**config.mk**
```make
export PLATFORM = sky130hd
export DESIGN_NAME = base64_stream_codec_core
export DESIGN_NICKNAME = d
export VERILOG_FILES = /design/src/design/b64sc_pkg.sv /design/src/design/b64sc_step.sv /design/src/design/b64sc_outq.sv /design/src/design/base64_stream_codec_core.sv
export SDC_FILE = /design/constraint.sdc
export NUM_CORES = 1
export LEC_CHECK = 0
export BUFFER_PORTS_ARGS = -buffer_cell sky130_fd_sc_hd__buf_2
export CORE_ASPECT_RATIO = 1.2
export CORE_MARGIN = 2
export CORE_UTILIZATION = 48
export DETAILED_ROUTE_END_ITERATION = 8
export PLACE_DENSITY = 0.73
export SKIP_LAST_GASP = 1
export SLEW_MARGIN = 20
export SYNTH_ARGS = -nofsm -noshare
export SYNTH_HDL_FRONTEND = slang
export SYNTH_SLANG_ARGS = --single-unit
```
**constraint.sdc**
```tcl
create_clock -name clk -period 10.8 [get_ports clk]
set_clock_uncertainty 0.15 [all_clocks]
set_input_delay 1.08 -clock clk [delete_from_list [all_inputs] [get_ports clk]]
set_output_delay 1.08 -clock clk [all_outputs]
set_load 0.01 [all_outputs]
```
**src/design/b64sc_pkg.sv**
```systemverilog
// Shared types, codes and symbol mapping functions for the base64 stream codec.
package b64sc_pkg;

  // Direction register codes
  localparam logic DIR_ENC = 1'b0;
  localparam logic DIR_DEC = 1'b1;

  // Result queue depth and count width
  localparam int unsigned QDEPTH = 3;
  localparam int unsigned QCNT_W = 2;

  // Group position codes
  localparam logic [1:0] PH_0 = 2'd0;
  localparam logic [1:0] PH_1 = 2'd1;
  localparam logic [1:0] PH_2 = 2'd2;
  localparam logic [1:0] PH_3 = 2'd3;

  // One result item
  typedef struct packed {
    logic [7:0] data;
    logic       last;
    logic       len_err;
  } res_t;

  // Outcome of one input item
  typedef struct packed {
    logic [1:0] num;
    res_t       res0;
    res_t       res1;
    logic [1:0] phase_nxt;
    logic [5:0] carry_nxt;
  } step_t;

  // Map a 6-bit value to its alphabet character
  function automatic logic [7:0] enc_char(input logic [5:0] v);
    logic [7:0] c;
    if (v < 6'd26) begin
      c = 8'h41 + {2'b00, v};
    end else if (v < 6'd52) begin
      c = 8'h61 + {2'b00, v} - 8'd26;
    end else if (v < 6'd62) begin
      c = 8'h30 + {2'b00, v} - 8'd52;
    end else if (v == 6'd62) begin
      c = 8'h2b;
    end else begin
      c = 8'h2f;
    end
    return c;
  endfunction

  // Map a character to its 6-bit value; anything outside the alphabet reads as 0
  function automatic logic [5:0] sym_value(input logic [7:0] c);
    logic [7:0] v;
    if (c >= 8'h41 && c <= 8'h5a) begin
      v = c - 8'h41;
    end else if (c >= 8'h61 && c <= 8'h7a) begin
      v = c - 8'h61 + 8'd26;
    end else if (c >= 8'h30 && c <= 8'h39) begin
      v = c - 8'h30 + 8'd52;
    end else if (c == 8'h2b) begin
      v = 8'd62;
    end else if (c == 8'h2f) begin
      v = 8'd63;
    end else begin
      v = 8'd0;
    end
    return v[5:0];
  endfunction

endpackage

```
**src/design/b64sc_step.sv**
```systemverilog
// Per-item encode/decode logic: results and next group state for one input item.
module b64sc_step (
  input  logic               dir,
  input  logic [1:0]         phase,
  input  logic [5:0]         carry,
  input  logic [7:0]         data,
  input  logic               last,
  output b64sc_pkg::step_t   step
);
  import b64sc_pkg::*;

  logic [5:0] v;

  assign v = sym_value(data);

  always_comb begin
    step           = '0;
    step.phase_nxt = phase;
    step.carry_nxt = carry;
    if (dir == DIR_ENC) begin
      // Encode: one or two symbols per byte, flush leftover bits on the last byte
      case (phase)
        PH_1: begin
          step.res0.data = enc_char({carry[1:0], data[7:4]});
          step.carry_nxt = {2'b00, data[3:0]};
          step.phase_nxt = PH_2;
          step.res1.data = enc_char({data[3:0], 2'b00});
          step.res1.last = 1'b1;
          step.num       = last ? 2'd2 : 2'd1;
        end
        PH_2: begin
          step.res0.data = enc_char({carry[3:0], data[7:6]});
          step.res1.data = enc_char(data[5:0]);
          step.res1.last = last;
          step.carry_nxt = 6'd0;
          step.phase_nxt = PH_0;
          step.num       = 2'd2;
        end
        default: begin
          step.res0.data = enc_char(data[7:2]);
          step.carry_nxt = {4'b0000, data[1:0]};
          step.phase_nxt = PH_1;
          step.res1.data = enc_char({data[1:0], 4'b0000});
          step.res1.last = 1'b1;
          step.num       = last ? 2'd2 : 2'd1;
        end
      endcase
    end else begin
      // Decode: emit each byte once its bits are complete; flag a lone last symbol
      case (phase)
        PH_0: begin
          step.carry_nxt    = v;
          step.phase_nxt    = PH_1;
          step.res0.last    = 1'b1;
          step.res0.len_err = 1'b1;
          step.num          = last ? 2'd1 : 2'd0;
        end
        PH_1: begin
          step.res0.data = {carry, v[5:4]};
          step.res0.last = last;
          step.carry_nxt = {2'b00, v[3:0]};
          step.phase_nxt = PH_2;
          step.num       = 2'd1;
        end
        PH_2: begin
          step.res0.data = {carry[3:0], v[5:2]};
          step.res0.last = last;
          step.carry_nxt = {4'b0000, v[1:0]};
          step.phase_nxt = PH_3;
          step.num       = 2'd1;
        end
        default: begin
          step.res0.data = {carry[1:0], v};
          step.res0.last = last;
          step.carry_nxt = 6'd0;
          step.phase_nxt = PH_0;
          step.num       = 2'd1;
        end
      endcase
    end
    // End of message returns the group state to zero
    if (last) begin
      step.phase_nxt = PH_0;
      step.carry_nxt = 6'd0;
    end
  end

endmodule

```
**src/design/b64sc_outq.sv**
```systemverilog
// Result queue: shift queue of three entries, takes up to two results per cycle.
module b64sc_outq (
  input  logic                clk,
  input  logic                rst_n,
  input  logic [1:0]          push_num,
  input  b64sc_pkg::res_t     push0,
  input  b64sc_pkg::res_t     push1,
  input  logic                pop,
  output logic [1:0]          cnt,
  output b64sc_pkg::res_t     head
);
  import b64sc_pkg::*;

  res_t              q_r   [QDEPTH];
  res_t              q_nxt [QDEPTH];
  logic [QCNT_W-1:0] cnt_r;
  logic [QCNT_W-1:0] cnt_nxt;
  logic [QCNT_W-1:0] cnt_p;

  always_comb begin
    // Advance the queue on a transfer out
    for (int i = 0; i < QDEPTH; i++) begin
      q_nxt[i] = q_r[i];
    end
    cnt_p = cnt_r;
    if (pop) begin
      for (int i = 0; i < QDEPTH - 1; i++) begin
        q_nxt[i] = q_r[i+1];
      end
      cnt_p = cnt_r - 1'b1;
    end
    // Append new results behind the remaining entries
    for (int i = 0; i < QDEPTH; i++) begin
      if (push_num != 2'd0 && QCNT_W'(i) == cnt_p) begin
        q_nxt[i] = push0;
      end
      if (push_num == 2'd2 && QCNT_W'(i) == cnt_p + 1'b1) begin
        q_nxt[i] = push1;
      end
    end
    cnt_nxt = cnt_p + push_num;
  end

  always_ff @(posedge clk) begin
    if (!rst_n) begin
      cnt_r <= '0;
    end else begin
      cnt_r <= cnt_nxt;
    end
  end

  always_ff @(posedge clk) begin
    for (int i = 0; i < QDEPTH; i++) begin
      q_r[i] <= q_nxt[i];
    end
  end

  assign cnt  = cnt_r;
  assign head = q_r[0];

endmodule

```
**src/design/base64_stream_codec_core.sv**
```systemverilog
// Top level of the byte-serial base64 encoder/decoder.
//
// Input channel (in_valid/in_stall, in_byte, in_last) carries one byte or one
// character per transfer; in_last marks the end of a message. The result
// channel (out_valid/out_stall, out_byte, out_last, out_length_error) carries
// one symbol or decoded byte per transfer. cfg_we/cfg_wdata write the
// direction (0 encode, 1 decode) and clear the group state; write it only
// while the block is empty.
// An accepted item is held in an input register, worked on in the next cycle
// and queued; its first result is offered from the result queue head once
// the item has passed the input register and the queue. An item leaves the
// input register once the three-entry result queue has room for all of its
// results, so a one-result item passes every cycle unless the receiver
// stalls; items that give two symbols are paced by the single result port.
// Reset clears the direction to encode, the group state, the input register
// and the queue. When the receiver stalls, the queue fills and the block then
// raises in_stall; nothing is lost or repeated.
module base64_stream_codec_core (
  input  logic       clk,
  input  logic       rst_n,
  input  logic       cfg_we,
  input  logic       cfg_wdata,
  input  logic       in_valid,
  output logic       in_stall,
  input  logic [7:0] in_byte,
  input  logic       in_last,
  output logic       out_valid,
  input  logic       out_stall,
  output logic [7:0] out_byte,
  output logic       out_last,
  output logic       out_length_error
);
  import b64sc_pkg::*;

  logic       dir_r;
  logic [1:0] phase_r;
  logic [5:0] carry_r;
  logic       iv_r;
  logic [7:0] ib_r;
  logic       il_r;
  step_t      step;
  logic [1:0] qcnt;
  res_t       head;
  logic       consume;
  logic       pop;
  logic [2:0] room;

  b64sc_step u_step (
    .dir   (dir_r),
    .phase (phase_r),
    .carry (carry_r),
    .data  (ib_r),
    .last  (il_r),
    .step  (step)
  );

  // Move the held item on when the queue can take all of its results
  assign room    = 3'(QDEPTH) - {1'b0, qcnt};
  assign consume = iv_r && ({1'b0, step.num} <= room);
  assign in_stall = iv_r && !consume;
  assign pop      = out_valid && !out_stall;

  b64sc_outq u_outq (
    .clk      (clk),
    .rst_n    (rst_n),
    .push_num (consume ? step.num : 2'd0),
    .push0    (step.res0),
    .push1    (step.res1),
    .pop      (pop),
    .cnt      (qcnt),
    .head     (head)
  );

  // Input register control
  always_ff @(posedge clk) begin
    if (!rst_n) begin
      iv_r <= 1'b0;
    end else if (in_valid && !in_stall) begin
      iv_r <= 1'b1;
    end else if (consume) begin
      iv_r <= 1'b0;
    end
  end

  // Input register payload
  always_ff @(posedge clk) begin
    if (in_valid && !in_stall) begin
      ib_r <= in_byte;
      il_r <= in_last;
    end
  end

  // Direction register and group state
  always_ff @(posedge clk) begin
    if (!rst_n) begin
      dir_r   <= DIR_ENC;
      phase_r <= PH_0;
      carry_r <= '0;
    end else if (cfg_we) begin
      dir_r   <= cfg_wdata;
      phase_r <= PH_0;
      carry_r <= '0;
    end else if (consume) begin
      phase_r <= step.phase_nxt;
      carry_r <= step.carry_nxt;
    end
  end

  assign out_valid        = (qcnt != 2'd0);
  assign out_byte         = head.data;
  assign out_last         = head.last;
  assign out_length_error = head.len_err;

endmodule

```
# Yosys cells after proc, flatten, opt, wreduce, memory -nomap -nowiden
# Memories as Yosys holds them, arrays and structs flattened.
# Index checks and enable logic that the tools add are counted.
# word_totals
ff_bits	21
mem_bits_rw	30
output_inout_bits	12
n_memories	1
# op_classes
add_sub_neg	39
order_cmp	25
eq_ne	13
mux	53
bitwise_logic	1
n_reduce_logical	23
# memory_table
name	depth	width	rd	rd_clocked_by_memory_dff	write_ports	line	rtl
u_outq.q_r	3	10	3	0	3	b64sc_outq.sv:14	res_t q_r [QDEPTH];
# op_table
op	count
$mux W8	20
$add A7 B6 Y8 const A	12
$lt A6 B6 Y1 const B	12
$mux W10	7
$pmux W8 S3	2
$sub A8 B5 Y8 const B	6
$sub A8 B6 Y8 const B	6
$add A6 B6 Y7 const A	6
$lt A6 B5 Y1 const B	6
$mux W6	5
$eq A6 B6 Y1 const B	4
$mux W20	1
$pmux W10 S2	1
$pmux W9 S2	1
$eq A8 B6 Y1 const B	2
$ge A8 B7 Y1 const B	2
$le A8 B7 Y1 const B	2
$pmux W8 S2	1
$logic_and A1 B1 Y1	13
$mux W3	4
$sub A6 B6 Y6 const B	2
$mux W2	5
$mux W9	1
$ge A8 B6 Y1 const B	1
19 further kinds	32

# Logic depth before layout (Yosys ltp)
# depth
depth_word	15
depth_mapped	15
depth_no_buf	14

# Hierarchy
# A second synthesis with hierarchy kept.
# unflattened
hier_cells	713
area_unflattened_um2	5963.2
# by_module_without_submodules
module	instances	cells_each	area_per_inst_um2
b64sc_step	1	468	3146.8
b64sc_outq	1	180	2019.4
base64_stream_codec_core	1	65	797.0

# Worst setup path after synthesis
# Ideal clock, no wire load.
# synth_timing
kind	reg-to-reg
start	register ib_r[2]
end	memory u_outq.q_r[0][14] (netlist bit), data pin
setup_ns	0.268
arrival_ns	3.449
t_required_ns	10.382
path_slack_ns	6.932
stages_incl_launch_ff	14
path_cell_list	edfxtp_1 > clkbuf_1 > clkinv_1 > ha_1 > ha_1 > a21boi_0 > a2111oi_2 > and2_0 > buf_2 > o41ai_1 > nor3_1 > o32ai_1 > nor4_1 > o22ai_1
# synth_lines
item	line	rtl
start: declaration	base64_stream_codec_core.sv:39	logic [7:0] ib_r;
start signal: assignment	base64_stream_codec_core.sv:88	ib_r <= in_byte;
end: declaration	b64sc_outq.sv:14	

==> results.toml <==
[logic_synthesis]
yosys_most_used_dff = "edfxtp_1"
synth.cell_area_um2 = 5330
netlist_instances = 680
ys_seq_area_share_pct = 25.9
syn_nets = 731
yosys_register_bits = 51
synthArstFlopShare_pct = 0
synth_edf_count = 36
yosysWarnings = 0
synth_cell_types = 73
syn_avg_cell_area_um2 = 7.84

[worst_setup_path]
slowest_stage = "edfxtp_1"
slowest_delay_ns = 0.71
path_cells = "clkinv_1 > ha_1 > ha_1 > a21boi_0 > a2111oi_2 > and2_0 > o41ai_1 > nor3_1 > o32ai_1 > nor4_1 > o22ai_1"
path_class = "reg -> reg"
required_ns = 10.67
startpoint_type = "flop"
cp_num_buf_inv = 1
crit_family = "compound AO/OA/AOI/OAI gates"
cp-end-kind = "flop"
critPathMostFrequentCell = "ha_1"
cp.arrival_ns = 4.68
worst-path-max-fanout = 17

[sta]
holdWs_ns = 0.319
relSlewSlack_pct = 35.5
slew_violations = 0
setup_viol = 0
clock.fmax_ghz = 0.208
worst_pin_slew_ns = 0.967
rsz0062_at_grt = "false"
period_needed_ns = 4.81
finalHoldViolations = 0
setup_tns_ns = 0
fin_crit_sh_pct = 44.6

[drt]
initialDrtViolationCount = 545
wl_per_cell_um = 21.1
num_vias = 5394
drc_errors = 0
finalWirelength_mm = 16.8
drtAntennaViolNets = 0
viasPerCell = 6.78
firstDrtPassIters = 5

[finish]
drive_gt1_share_pct = 7.83
areaGrowthSynthToFinish_pct = 4.44
layout.cells.non_filler = 796
diodes = 0
final_cell_mix = "nand2_1 (72), nor2_1 (46), a21oi_1 (46)"
final_common_cell = "nand2_1"
final_nets = 714

[clock_network]
post_cts_buffers = 0
htree_levels = 2
clk_pin_slew_ns = 0.07
hold_buffers = 0
ctsResizeCount = 0
cts_buffer_depth = 2
cts_made_buffers = 5
cts_tree = "built"
cts-root-buf = "clkbuf_16"
clk_latency_ns = 0.29
cts_sinks = 51

[placement]
place.gp.congestion = 0.959
placedCellCount = 788
io_buffers = 26
hpwlAfterDp_mm = 12.7

[status]
status = "completed"

[job]
drv_cap = 0

[global_routing]
overflow = 0
grt_first_pass_wirelength_mm = 26.9
grt_antenna_before_repair = 0
grt_max_degree = 26
grt_usage_pct = 27.9
grt_pass1_vias = 5307

[power]
leakagePower_nw = 2.01
powerDensity_nw_per_um2 = 143
vdd_drop_max_mv = 0.0736

[floorplan]
fp.dieArea_um2 = 12000
core_area_um2 = 10900
io_pins = 27
initial_core_util_pct = 48.8
fp.dieH_um = 119
die_w_um = 100
rows = 42

[worst_hold_path]
hold_path.class = "reg -> reg"
[logic make-up (layout without fill, tap and decap cells)]
kind of cell,Yosys count,in the layout,synth area share (%)
compound gates,227,227,29.5
flops,51,51,25.9
xor+xnor,30,30,4.93
mux,11,11,2.09
buf+inv,83,67,6.62
simple gates,242,242,22.5
fa+ha+maj,36,36,8.45
[metrics by stage]
step | total power (W) | setup slack, ns | utilization, % | instance area [µm²]
finish | 0.000798 | 5.99 | 50.9 | 5570
global route | 0.000843 | 5.61 | 50.9 | 5570
CTS | 0.000792 | 6.01 | 50.9 | 5570
detailed placement | 0.000627 | 6.03 | 49.5 | 5410
global placement | 0.000620 | 6.11 | 49.5 | 5410
floorplan | 0.000544 | 6.93 | - | 5330
[worst register-to-register path, delay by kind of cell (launching register included)]
family                   cells  cell delay (ns)
AO/OA/AOI/OAI                5             1.30
AND/OR/NAND/NOR              3             1.23
flip-flops                   1             0.71
adder cells (fa/ha/maj)      2             0.69
buffers and inverters        1             0.47
[flip-flops by register name (all words and copies together), names as in the netlist]
| register | flops |
|---|---|
| u_outq.q_r | 30 |
| u_outq.cnt | 2 |
| phase_r | 2 |
| il_r | 1 |
| iv_r | 1 |
| dir_r | 1 |
| ib_r | 8 |
| carry_r | 6 |
[synth_stat cells (15+ instances only)]
library cell	number	share of area, %
a211oi_1	16	2.3
a21oi_1	46	4.3
clkbuf_1	38	2.7
dfxtp_1	15	5.6
edfxtp_1	36	20
ha_1	36	8.4
inv_1	27	1.9
nand2_1	72	5.1
nand2b_1	15	1.8
nand3_1	25	2.3
nor2_1	46	3.2
nor3_1	16	1.5
o21ai_0	37	3.5
xnor2_1	26	4.3
[routing by layer]
metal	wire length, µm	global-route usage [%]
met3	1130	4.23
met4	662	11.7
met5	0	0
met1	6800	34.6
met2	8180	47.8
[power breakdown]
| group | internal, W | switching [W] |
|---|---|---|
| Clock | 0.0000929 | 0.0000754 |
| Combinational | 0.000121 | 0.000215 |
| Sequential | 0.000265 | 0.0000292 |
[cell type report]
cell class / count / area [µm²]
clock buffers: 6 / 139
clock inverters: 2 / 16.3
fillers: 1027 / 5360
inverters: 29 / 109
multi-input cells: 546 / 3600
flip-flops and latches: 51 / 1380
well taps: 132 / 165
repair buffers: 30 / 160
[path summary, 6_finish.rpt]
path / end / start / slack (ns) / cells after the start
worst max-delay path: u_outq.q_r[0][4] / ib_r[2] / 5.99 / 11
worst min-delay path: carry_r[4] / carry_r[4] / 0.32 / 2
worst max register to register: u_outq.q_r[0][4] / ib_r[2] / 5.99 / 11
worst min register to register: carry_r[4] / carry_r[4] / 0.32 / 2
Power figures use the tool's default switching activity.
